## config.mk

```make
export PLATFORM = sky130hd
export DESIGN_NAME = sha256_byte_stream_hash
export DESIGN_NICKNAME = d
export VERILOG_FILES = /design/src/hw/rtl/sha_pkg.sv /design/src/hw/rtl/sha_round.sv /design/src/hw/rtl/sha256_byte_stream_hash.sv
export SDC_FILE = /design/constraint.sdc
export NUM_CORES = 2
export LEC_CHECK = 0
export BUFFER_PORTS_ARGS = -buffer_cell sky130_fd_sc_hd__buf_2
export CORE_MARGIN = 4
export CORE_UTILIZATION = 50
export CTS_CLUSTER_SIZE = 24
export DETAILED_ROUTE_END_ITERATION = 12
export PLACE_DENSITY = 0.71
export SETUP_SLACK_MARGIN = 0.1
export SLEW_MARGIN = 0
export SYNTH_ARGS = -nofsm -noshare
export SYNTH_HDL_FRONTEND = slang
export SYNTH_SLANG_ARGS = --single-unit
```

## constraint.sdc

```tcl
create_clock -name clk -period 13.3 [get_ports clk]
set_input_delay 0.665 -clock clk [delete_from_list [all_inputs] [get_ports clk]]
set_output_delay 0.665 -clock clk [all_outputs]
set_load 0.02 [all_outputs]
```

## src/hw/rtl/sha_pkg.sv

```systemverilog
// ----------------------------------------------------------------------------
// sha_pkg
// Shared constants, constant lookup functions and round control type for the SHA-256 byte stream hasher.
// ----------------------------------------------------------------------------
`default_nettype none
package sha_pkg;

	localparam int unsigned WordW = 32;

	typedef logic [WordW-1:0] word_t;

	// initial hash values
	function automatic word_t init_hash(input logic [2:0] idx);
		word_t r;
		case (idx)
			3'd0: r = 32'h6a09e667;
			3'd1: r = 32'hbb67ae85;
			3'd2: r = 32'h3c6ef372;
			3'd3: r = 32'ha54ff53a;
			3'd4: r = 32'h510e527f;
			3'd5: r = 32'h9b05688c;
			3'd6: r = 32'h1f83d9ab;
			default: r = 32'h5be0cd19;
		endcase
		return r;
	endfunction

	// round constants
	function automatic word_t round_k(input logic [5:0] t);
		word_t r;
		case (t)
			6'd0: r = 32'h428A2F98; 6'd1: r = 32'h71374491;
			6'd2: r = 32'hB5C0FBCF; 6'd3: r = 32'hE9B5DBA5;
			6'd4: r = 32'h3956C25B; 6'd5: r = 32'h59F111F1;
			6'd6: r = 32'h923F82A4; 6'd7: r = 32'hAB1C5ED5;
			6'd8: r = 32'hD807AA98; 6'd9: r = 32'h12835B01;
			6'd10: r = 32'h243185BE; 6'd11: r = 32'h550C7DC3;
			6'd12: r = 32'h72BE5D74; 6'd13: r = 32'h80DEB1FE;
			6'd14: r = 32'h9BDC06A7; 6'd15: r = 32'hC19BF174;
			6'd16: r = 32'hE49B69C1; 6'd17: r = 32'hEFBE4786;
			6'd18: r = 32'h0FC19DC6; 6'd19: r = 32'h240CA1CC;
			6'd20: r = 32'h2DE92C6F; 6'd21: r = 32'h4A7484AA;
			6'd22: r = 32'h5CB0A9DC; 6'd23: r = 32'h76F988DA;
			6'd24: r = 32'h983E5152; 6'd25: r = 32'hA831C66D;
			6'd26: r = 32'hB00327C8; 6'd27: r = 32'hBF597FC7;
			6'd28: r = 32'hC6E00BF3; 6'd29: r = 32'hD5A79147;
			6'd30: r = 32'h06CA6351; 6'd31: r = 32'h14292967;
			6'd32: r = 32'h27B70A85; 6'd33: r = 32'h2E1B2138;
			6'd34: r = 32'h4D2C6DFC; 6'd35: r = 32'h53380D13;
			6'd36: r = 32'h650A7354; 6'd37: r = 32'h766A0ABB;
			6'd38: r = 32'h81C2C92E; 6'd39: r = 32'h92722C85;
			6'd40: r = 32'hA2BFE8A1; 6'd41: r = 32'hA81A664B;
			6'd42: r = 32'hC24B8B70; 6'd43: r = 32'hC76C51A3;
			6'd44: r = 32'hD192E819; 6'd45: r = 32'hD6990624;
			6'd46: r = 32'hF40E3585; 6'd47: r = 32'h106AA070;
			6'd48: r = 32'h19A4C116; 6'd49: r = 32'h1E376C08;
			6'd50: r = 32'h2748774C; 6'd51: r = 32'h34B0BCB5;
			6'd52: r = 32'h391C0CB3; 6'd53: r = 32'h4ED8AA4A;
			6'd54: r = 32'h5B9CCA4F; 6'd55: r = 32'h682E6FF3;
			6'd56: r = 32'h748F82EE; 6'd57: r = 32'h78A5636F;
			6'd58: r = 32'h84C87814; 6'd59: r = 32'h8CC70208;
			6'd60: r = 32'h90BEFFFA; 6'd61: r = 32'hA4506CEB;
			6'd62: r = 32'hBEF9A3F7;
			default: r = 32'hC67178F2;
		endcase
		return r;
	endfunction

	// round control from the sequencer to the round unit
	typedef struct packed {
		logic       load;   // copy hash words into working vars
		logic       round;  // run one round
		logic [5:0] t;      // round index
	} rnd_ctrl_t;

endpackage
`default_nettype wire

```

## src/hw/rtl/sha_round.sv

```systemverilog
// ----------------------------------------------------------------------------
// sha_round
// Shared round unit: working variables, rolling schedule window, one round
// per cycle while ctrl.round is set.
// ----------------------------------------------------------------------------
`default_nettype none
module sha_round (
	input  wire logic               clk,
	input  wire sha_pkg::rnd_ctrl_t ctrl,
	input  wire sha_pkg::word_t     hash [8],
	input  wire logic               wr_en,
	input  wire logic [3:0]         wr_idx,
	input  wire sha_pkg::word_t     wr_data,
	output sha_pkg::word_t          vars [8]
);

	sha_pkg::word_t win_q [16];
	sha_pkg::word_t v_q [8];
	sha_pkg::word_t wt, s0, s1, bs0, bs1, ch, maj, t1, t2, x15, x2;
	logic [3:0] ti;

	// schedule word and round terms for this round
	always_comb begin
		ti  = ctrl.t[3:0];
		x15 = win_q[ti + 4'd1];
		x2  = win_q[ti + 4'd14];
		s0  = {x15[6:0], x15[31:7]} ^ {x15[17:0], x15[31:18]} ^ (x15 >> 3);
		s1  = {x2[16:0], x2[31:17]} ^ {x2[18:0], x2[31:19]} ^ (x2 >> 10);
		if (ctrl.t < 6'd16)
			wt = win_q[ti];
		else
			wt = win_q[ti] + s0 + win_q[ti + 4'd9] + s1;
		bs1 = {v_q[4][5:0], v_q[4][31:6]} ^ {v_q[4][10:0], v_q[4][31:11]}
			^ {v_q[4][24:0], v_q[4][31:25]};
		ch  = (v_q[4] & v_q[5]) ^ (~v_q[4] & v_q[6]);
		t1  = v_q[7] + bs1 + ch + sha_pkg::round_k(ctrl.t) + wt;
		bs0 = {v_q[0][1:0], v_q[0][31:2]} ^ {v_q[0][12:0], v_q[0][31:13]}
			^ {v_q[0][21:0], v_q[0][31:22]};
		maj = (v_q[0] & v_q[1]) ^ (v_q[0] & v_q[2]) ^ (v_q[1] & v_q[2]);
		t2  = bs0 + maj;
	end

	// window write: byte packing or schedule update
	always_ff @(posedge clk) begin
		if (wr_en)
			win_q[wr_idx] <= wr_data;
		else if (ctrl.round)
			win_q[ti] <= wt;
	end

	// working variables
	always_ff @(posedge clk) begin
		if (ctrl.load) begin
			v_q <= hash;
		end else if (ctrl.round) begin
			v_q[7] <= v_q[6];
			v_q[6] <= v_q[5];
			v_q[5] <= v_q[4];
			v_q[4] <= v_q[3] + t1;
			v_q[3] <= v_q[2];
			v_q[2] <= v_q[1];
			v_q[1] <= v_q[0];
			v_q[0] <= t1 + t2;
		end
	end

	assign vars = v_q;

endmodule
`default_nettype wire

```

## src/hw/rtl/sha256_byte_stream_hash.sv

```systemverilog
// ----------------------------------------------------------------------------
// sha256_byte_stream_hash
// SHA-256 over a byte stream with built-in padding and digest readout.
// ----------------------------------------------------------------------------
//  channel | signals                              | direction
//  in      | valid, stall, data_byte, has_byte,last| sink
//  out     | out_valid, out_stall, digest_word,   | source
//          | word_index, last_word                |
//
// Bytes are accepted while idle; the 64th byte of a block starts a load, the 64
// rounds of the shared round unit and then a hash update.
// A last item adds one or two padded blocks, then eight digest transfers.
// Out stall holds the digest readout; in stall is high while busy.
// Reset clears hash words to initial values and the byte count to zero.
`default_nettype none
module sha256_byte_stream_hash (
	input  wire logic        clk,
	input  wire logic        arst_n,
	input  wire logic        valid,
	output logic             stall,
	input  wire logic [7:0]  data_byte,
	input  wire logic        has_byte,
	input  wire logic        last,
	output logic             out_valid,
	input  wire logic        out_stall,
	output logic [31:0]      digest_word,
	output logic [2:0]       word_index,
	output logic             last_word
);

	typedef enum logic [6:0] {
		S_IDLE  = 7'b0000001,
		S_PAD   = 7'b0000010,
		S_LOAD  = 7'b0000100,
		S_ROUND = 7'b0001000,
		S_UPD   = 7'b0010000,
		S_LEN   = 7'b0100000,
		S_OUT   = 7'b1000000
	} state_t;

	state_t           state_q;
	sha_pkg::word_t   hash_q [8];
	sha_pkg::word_t   vars [8];
	logic [60:0]      count_q;
	logic [5:0]       rnd_q;
	logic [1:0]       phase_q;  // 0 data block, 1 pad block then len, 2 final
	logic             fin_q;    // last seen, padding pending
	logic [3:0]       pidx_q;   // pad word sweep
	logic [2:0]       oidx_q;
	logic [31:0]      cur_q;    // word being packed
	sha_pkg::rnd_ctrl_t ctrl;
	logic             wr_en;
	logic [3:0]       wr_idx;
	sha_pkg::word_t   wr_data;
	logic             acc, has_acc;
	logic [5:0]       pos;
	logic [31:0]      packed_w;
	logic [63:0]      bits;

	assign acc = valid && !stall;
	assign has_acc = acc && has_byte;
	assign stall = (state_q != S_IDLE);
	assign pos = count_q[5:0];
	assign bits = {count_q, 3'b000};

	// packed word with the new byte in its lane
	always_comb begin
		packed_w = cur_q;
		case (pos[1:0])
			2'd0: packed_w = {data_byte, 24'h0};
			2'd1: packed_w[23:16] = data_byte;
			2'd2: packed_w[15:8] = data_byte;
			default: packed_w[7:0] = data_byte;
		endcase
	end

	// window writes and round control
	always_comb begin
		wr_en   = 1'b0;
		wr_idx  = pos[5:2];
		wr_data = packed_w;
		ctrl.load  = (state_q == S_LOAD);
		ctrl.round = (state_q == S_ROUND);
		ctrl.t     = rnd_q;
		case (state_q)
			S_IDLE: begin
				wr_en = has_acc;
			end
			S_PAD: begin
				wr_en  = 1'b1;
				wr_idx = pidx_q;
				if (pidx_q == pos[5:2]) begin
					case (pos[1:0])
						2'd0: wr_data = 32'h80000000;
						2'd1: wr_data = {cur_q[31:24], 24'h800000};
						2'd2: wr_data = {cur_q[31:16], 16'h8000};
						default: wr_data = {cur_q[31:8], 8'h80};
					endcase
				end else if (pidx_q < pos[5:2]) begin
					wr_en = 1'b0;
				end else begin
					wr_data = '0;
				end
			end
			S_LEN: begin
				wr_en = 1'b1;
				if (pidx_q == 4'd14) begin
					wr_idx = 4'd14;
					wr_data = bits[63:32];
				end else if (pidx_q == 4'd15) begin
					wr_idx = 4'd15;
					wr_data = bits[31:0];
				end else begin
					wr_idx = pidx_q;
					wr_data = '0;
				end
			end
			default: ;
		endcase
	end

	sha_round u_round (
		.clk(clk), .ctrl(ctrl), .hash(hash_q), .wr_en(wr_en),
		.wr_idx(wr_idx), .wr_data(wr_data), .vars(vars)
	);

	// sequencer
	always_ff @(posedge clk or negedge arst_n) begin
		if (!arst_n) begin
			state_q <= S_IDLE;
			count_q <= '0;
			rnd_q   <= '0;
			phase_q <= '0;
			fin_q   <= 1'b0;
			pidx_q  <= '0;
			oidx_q  <= '0;
			cur_q   <= '0;
			for (int i = 0; i < 8; i++)
				hash_q[i] <= sha_pkg::init_hash(3'(i));
		end else begin
			case (state_q)
				S_IDLE: begin
					if (acc) begin
						if (has_byte) begin
							count_q <= count_q + 61'd1;
							cur_q   <= packed_w;
						end
						fin_q  <= last;
						pidx_q <= '0;
						if (has_byte && pos == 6'd63) begin
							phase_q <= 2'd0;
							state_q <= S_LOAD;
						end else if (last) begin
							state_q <= S_PAD;
						end
					end
				end
				S_PAD: begin
					if (pidx_q == 4'd15) begin
						if (pos > 6'd55) begin
							pidx_q  <= '0;
							phase_q <= 2'd1;
							state_q <= S_LOAD;
						end else begin
							state_q <= S_LEN;
							pidx_q  <= 4'd14;
						end
					end else begin
						pidx_q <= pidx_q + 4'd1;
					end
				end
				S_LEN: begin
					pidx_q <= pidx_q + 4'd1;
					if (pidx_q == 4'd15) begin
						phase_q <= 2'd2;
						state_q <= S_LOAD;
					end
				end
				S_LOAD: begin
					rnd_q   <= '0;
					state_q <= S_ROUND;
				end
				S_ROUND: begin
					rnd_q <= rnd_q + 6'd1;
					if (rnd_q == 6'd63)
						state_q <= S_UPD;
				end
				S_UPD: begin
					for (int i = 0; i < 8; i++)
						hash_q[i] <= hash_q[i] + vars[i];
					pidx_q <= '0;
					case (phase_q)
						2'd1: state_q <= S_LEN;
						2'd2: begin
							oidx_q  <= '0;
							state_q <= S_OUT;
						end
						default: state_q <= fin_q ? S_PAD : S_IDLE;
					endcase
				end
				S_OUT: begin
					if (!out_stall) begin
						oidx_q <= oidx_q + 3'd1;
						if (oidx_q == 3'd7) begin
							for (int i = 0; i < 8; i++)
								hash_q[i] <= sha_pkg::init_hash(3'(i));
							count_q <= '0;
							fin_q   <= 1'b0;
							phase_q <= '0;
							state_q <= S_IDLE;
						end
					end
				end
				default: state_q <= S_IDLE;
			endcase
		end
	end

	// digest readout
	assign out_valid   = (state_q == S_OUT);
	assign digest_word = hash_q[oidx_q];
	assign word_index  = oidx_q;
	assign last_word   = (oidx_q == 3'd7);

endmodule
`default_nettype wire
```

# Word level (Yosys, flattened, before mapping)
# Memory sizes are Yosys's and may differ from the RTL's.
# Index checks and enable logic that the tools add are counted.
# classes
order_cmp	4
bitwise	18
reduce_logical	20
add_sub_neg	25
eq_ne	29
n_mux	70
# ops
cell	n
2-to-1 mux 256 bit	4
adder 32 bit	18
case mux 256 bit (2 select lines)	1
XOR 32 bit	9
2-to-1 mux 32 bit	8
2-to-1 mux 61 bit	4
AND 32 bit	5
case mux 61 bit (2 select lines)	1
binary-select mux 32 bit (select 3 bit)	1
case mux 32 bit (3 select lines)	1
case mux 32 bit (2 select lines)	1
adder 61 x 1 -> 61 bit, second input constant	1
2-to-1 mux 7 bit	8
case mux 7 bit (7 select lines)	1
case mux 8 bit (2 select lines)	3
inverter 32 bit	1
OR reduction 32 bit	1
XOR 32 x 22 -> 32 bit	1
XOR 32 x 29 -> 32 bit	1
2-to-1 mux 4 bit	6
2-to-1 mux 2 bit	8
inequality test 2 bit, second input constant	8
case mux 4 bit (4 select lines)	1
case mux 7 bit (2 select lines)	1
47 further kinds	72
# totals
ram_bits	512
in_bits	14
n_memories	2
word_cells	192
mem_bits_ro	2048
out_inout_bits	38
regBits	628
# mem_list
memory	words	word_bits	read_ports	rd_ports_with_merged_regs	write_ports	line	source
(no name shown)	64	32	1	0	0	sha_pkg.sv:31	case (t)
u_round.win_q	16	32	4	0	1	sha_round.sv:17	sha_pkg::word_t win_q [16];

# Depth between registers and ports, before layout
# An unclocked memory read counts as a cell.
# depth
ltp_word	12
depth_mapped	58
depth_no_buf	50

# Modules after synthesis
# Synthesis repeated with hierarchy kept, for this count alone.
# unflattened
cells_unflattened	7639
area_unflattened_um2	85595.8
# by_module_without_submodules
mod	area_per_inst_um2	instances	cells_per_inst	seq_area_each_um2
sha_round	55813.5	1	4296	23062.1
sha256_byte_stream_hash	29782.3	1	3343	9480.3

# Worst setup path before layout
# No wires, ideal clock.
# synth_timing
path_type	register to register
startpoint	reg rnd_q[0]
endpoint	reg u_round.v_q, in the netlist u_round.vars[255], data pin
stages_incl_launch_ff	57
required_ns	13.036
period_less_slack_ns	13.592
setup_ns	0.264
path_buffers	11
arrival_time_ns	13.329
path_slack_ns	-0.292
path_cell_list	dfrtp_1 buf_2 buf_2 buf_4 buf_2 buf_2 buf_2 clkinv_1 ha_1 buf_1 clkbuf_1 buf_1 clkbuf_1 mux4_2 mux4_2 inv_1 fa_1 fa_1 [21 not listed] a21o_1 xor2_1 inv_1 fa_1 inv_1 ha_1 o21ai_0 nand2b_1 o41a_1 o2bb2ai_1 a211o_1 o22a_1 a221o_1 a41o_1 o41a_1 xnor2_1 xnor2_1 o21ai_1
# synth_between
elab_chain_cells	12
word_cells_on_any_way	19
classes_between	add/sub: 9; order compare: 1; mux: 3; bitwise: 4; memory: 2
# synth_rtl
item	line	source
start, declared	sha256_byte_stream_hash.sv:45	logic [5:0] rnd_q;
start signal, assigned	sha256_byte_stream_hash.sv:184	rnd_q <= rnd_q + 6'd1;
adder 4 x 1 -> 4 bit	sha_round.sv:25	x15 = win_q[ti + 4'd1];
memory read (16 x 32 bit)	--	
XOR 32 bit	sha_round.sv:27	s0 = {x15[6:0], x15[31:7]} ^ {x15[17:0], x15[31:18]} ^ (x15 >> 3);
XOR 32 x 29 -> 32 bit	sha_round.sv:27	
adder 32 bit (3 in a row)	sha_round.sv:32	wt = win_q[ti] + s0 + win_q[ti + 4'd9] + s1;
2-to-1 mux 32 bit	sha_round.sv:29	if (ctrl.t < 6'd16)
adder 32 bit (*)	sha_round.sv:36	t1 = v_q[7] + bs1 + ch + sha_pkg::round_k(ctrl.t) + wt;
adder 32 bit (*)	sha_round.sv:63	v_q[0] <= t1 + t2;
2-to-1 mux 256 bit (*)	sha_round.sv:55	end else if (ctrl.round) begin
2-to-1 mux 256 bit (*)	sha_round.sv:53	if (ctrl.load) begin
end signal, assigned	sha_round.sv:54	v_q <= hash;
end, declared	sha_round.sv:18	sha_pkg::word_t v_q [8];
# Mark *: on every way between the ends. The rest lies on a longest branch, timed or not. The select of a mux whose other input is x is not followed.
# A chain may end at the register's enable or synchronous reset.

# Worst setup path after layout
# layout_timing
startpoint	reg rnd_q[1]
endpoint	reg u_round.v_q, in the netlist u_round.vars[255], data pin
# Same word-level chain as after synthesis.

==> summary.txt <==
OUTCOME
--------------------------------------------------------------------------------------
Run status                                                                finished with violations
Failing checks                                                            capacitance limit, slew limit

DRT
--------------------------------------------------------------------------------------
Remaining antenna violation count                                                    0
Mean number of vias per cell                                                      6.55
Drt first-iter violations                                                         8175
Mean routed wirelength per cell                                                27.6 um
Total wire length                                                            286000 um
Count of TritonRoute iterations in the first routing pass                            7
Number of DRC violations after detailed routing                                      0
Via count                                                                        67900

GRT
--------------------------------------------------------------------------------------
Antenna violations before repair                                                     7
Number of global-route vias before repair                                        65700
Maximum number of pins on one net before global-route repair                       177
GRT Residual Overflow                                                                0
Wire length of the first global-routing pass                                 423000 um
Combined global-route utilization of all metal layers                            0.322

LOGIC SYNTHESIS
--------------------------------------------------------------------------------------
Number of flip-flops and latches in the synthesized netlist                       1140
Post-synthesis async set-or-reset flop share                                     0.326
Count of warnings emitted by yosys                                                   0
Area of the mapped netlist                                                  0.0834 mm2
Flip-flop cell with the highest count after synthesis                         edfxtp_1
Distinct cells, synth                                                               88
Syn Nets                                                                          8751
Mean cell area of the mapped netlist                                          10.3 um2
Seq/Total Area, Yosys                                                            0.390
Gate count of the mapped netlist                                                  8130
Post-synth EDFFs                                                                   768

PLACE
--------------------------------------------------------------------------------------
Final HPWL from detailed placement                                           201000 um
Count of input and output buffers                                                   51
Global placer's final weighted congestion                                         1.05
Setup slack at placement                                                      0.393 ns

FINISH
--------------------------------------------------------------------------------------
Signed area change from the synthesized netlist to the final layout              9.51%
Fraction of layout instances using a drive strength above 1                      0.133
Top library cells by usage in the layout, fill and taps aside             1136 x nand2_1, 768 x edfxtp_1, 613 x a21oi_1
Most common library cell in the layout ignoring fill and taps                  nand2_1
Final cell utilization of the core                                               0.552
Fin nets                                                                          8691

STA
--------------------------------------------------------------------------------------
Final total negative setup slack                                                  0 ns
Fmax                                                                          78.5 MHz
Skew final                                                                   0.0365 ns
Hold violation count in the final report                                             0
Final worst path period need                                                  12.73 ns
Post-route worst setup slack                                                  0.566 ns
Unrepaired setup endpoints after global routing                                  false
Worst-case headroom to the max-slew limit                                      -0.0220
Slew at the pin closest to its max-slew limit                                  1.49 ns
Fin. max-slew vios                                                                   1
Final Setup Violations                                                               0
Final worst-path cycle share                                                     0.957

DIE
--------------------------------------------------------------------------------------
Effective utilization at floorplan                                               0.504
Std-Cell Core Area                                                           0.165 mm2
Std-Cell Rows                                                                      149
Number of ports placed on the die boundary                                          52
Area enclosed by the die boundary                                            0.173 mm2
Vertical die dimension                                                          416 um
Width of the die                                                                416 um

CTS
--------------------------------------------------------------------------------------
Insertion delay of the later-clocked pin in the worst-skew pair                0.81 ns
Number of CTS-inserted buffers                                                     135
Deepest clock path buffer count                                                      3
Clk sink count                                                                    1140
Clock slew at the register clock pins of the worst setup and hold paths        0.06 ns
CTS tree                                                                         built
Root buffer selected by CTS                                                  clkbuf_16
H-Tree Depth                                                                         4

FLOW RUN
--------------------------------------------------------------------------------------
Max_cap viols                                                                        1

CRITICAL PATH
--------------------------------------------------------------------------------------
Critical Path Fanout Max                                                             9
Required @ worst endpoint                                                     13.82 ns
Worst Setup End Kind                                                              flop
Arrival time reported for the critical path endpoint                          13.26 ns
Slowest CP cell                                                                dfrtp_4
Critical Setup Path Class                                                   reg -> reg
Element type at the critical path start                                           flop
Peak per-stage delay on the critical path                                      0.56 ns

HOLD PATH
--------------------------------------------------------------------------------------
Kind of path behind the tightest hold check                                  in -> reg

==> routing by layer <==
metal | global-route usage | routed length, um | vias up | share of wire
li1 | - | - | 29400 | -
met1 | 0.417 | 108000 | 33500 | 0.38
met2 | 0.505 | 129000 | 3993 | 0.45
met3 | 0.0660 | 29300 | 937 | 0.10
met4 | 0.185 | 19500 | 12 | 0.068
met5 | 0 | 81 | - | 0.00028
==> path summary, 6_finish.rpt <==
path	start	end	slack, ns	depth (start not counted)
max in group asynchronous	arst_n	count_q[51]	9.68	5
min in group asynchronous	arst_n	hash_q[193]	0.46	2
min reg2reg	cur_q[31]	cur_q[31]	0.49	2
max reg2reg	rnd_q[1]	u_round.vars[255]	0.57	49
min	has_byte	state_q[2]	0.17	3
max	rnd_q[1]	u_round.vars[255]	0.57	49
==> registers in the layout, summed over array words and instances (netlist names) <==
| register | flops |
|---|---|
| u_round.vars | 256 |
| count_q | 61 |
| state_q | 7 |
| word_index | 3 |
| hash_q | 256 |
| u_round.win_q | 512 |
| pidx_q | 4 |
| phase_q | 2 |
| fin_q | 1 |
| rnd_q | 6 |
| cur_q | 32 |
==> synthesized netlist by cell type (38+ instances only) <==
cell	number	area share
a31oi_1	63	0.0047
a211oi_1	62	0.0056
or3_1	38	0.0029
dfstp_2	137	0.043
xor2_1	288	0.030
a21oi_1	617	0.037
nor3_1	67	0.0040
inv_1	421	0.019
and3_1	54	0.0041
o22ai_1	44	0.0033
edfxtp_1	768	0.28
o21ai_0	489	0.029
xnor2_1	321	0.034
o21a_1	55	0.0050
nor2b_1	53	0.0040
nand3_1	106	0.0064
a21o_1	208	0.019
mux2i_1	319	0.038
dfrtp_1	235	0.071
clkbuf_1	349	0.016
nand2b_1	58	0.0044
mux2_2	91	0.012
fa_1	195	0.047
o21bai_1	53	0.0048
nand2_1	1136	0.051
buf_1	57	0.0026
mux4_2	308	0.083
nor2_1	534	0.024
ha_1	412	0.062
buf_2	44	0.0026
==> critical path: cells and delay by family (launching register included) <==
kind	cells	cell delay, ns
AOI/OAI and AO/OA	18	4.09
xor gates and xnor gates	6	1.32
adders and majority gates	10	4.09
buffers and inverters	8	0.93
DFF	1	0.56
muxes	2	0.68
and+or+nand+nor	5	0.79
==> logic make-up (layout without fill, tap and decap cells) <==
group	count (synthesis)	in the layout	share of synthesized area
compound gates	1975	1975	0.148
xor+xnor	611	611	0.0644
fa+ha+maj	612	612	0.109
buf+inv	880	930	0.0405
flops	1140	1140	0.390
mux	718	718	0.134
other cells	0	3	0
simple gates	2194	2194	0.113
==> area by class of cell <==
| type | instances | area [um2] |
|---|---|---|
| repair buffers | 257 | 2100 |
| fillers | 14000 | 74100 |
| flip-flops and latches | 1140 | 32600 |
| clock inverters | 58 | 687 |
| clock buffers | 189 | 3830 |
| diodes | 3 | 7.51 |
| multi-input cells | 6110 | 47800 |
| well taps | 2189 | 2740 |
| inverters | 426 | 1610 |
==> metrics by stage <==
stage	instance area [um2]	std cells	hold WS, ns
after CTS	91100	10400	0.117
after global routing	91300	10400	0.166
after global placement	86600	10100	0.456
after floorplan	83400	8130	0.369
final	91300	10400	0.167
after detailed placement	86600	10100	0.477
==> what timing repair did <==
| action | in CTS | in global routing |
|---|---|---|
| resized for setup | 0 | 19 |
| hold endpoints to repair | 26 | 0 |
| setup endpoints to repair | 0 | 2 |
| hold buffers | 1 | 0 |
| setup buffers | 0 | 2 |
Power is left out: the tool's default activity adds up to more than one toggle a clock period on the data nets, which glitch-free logic cannot reach.
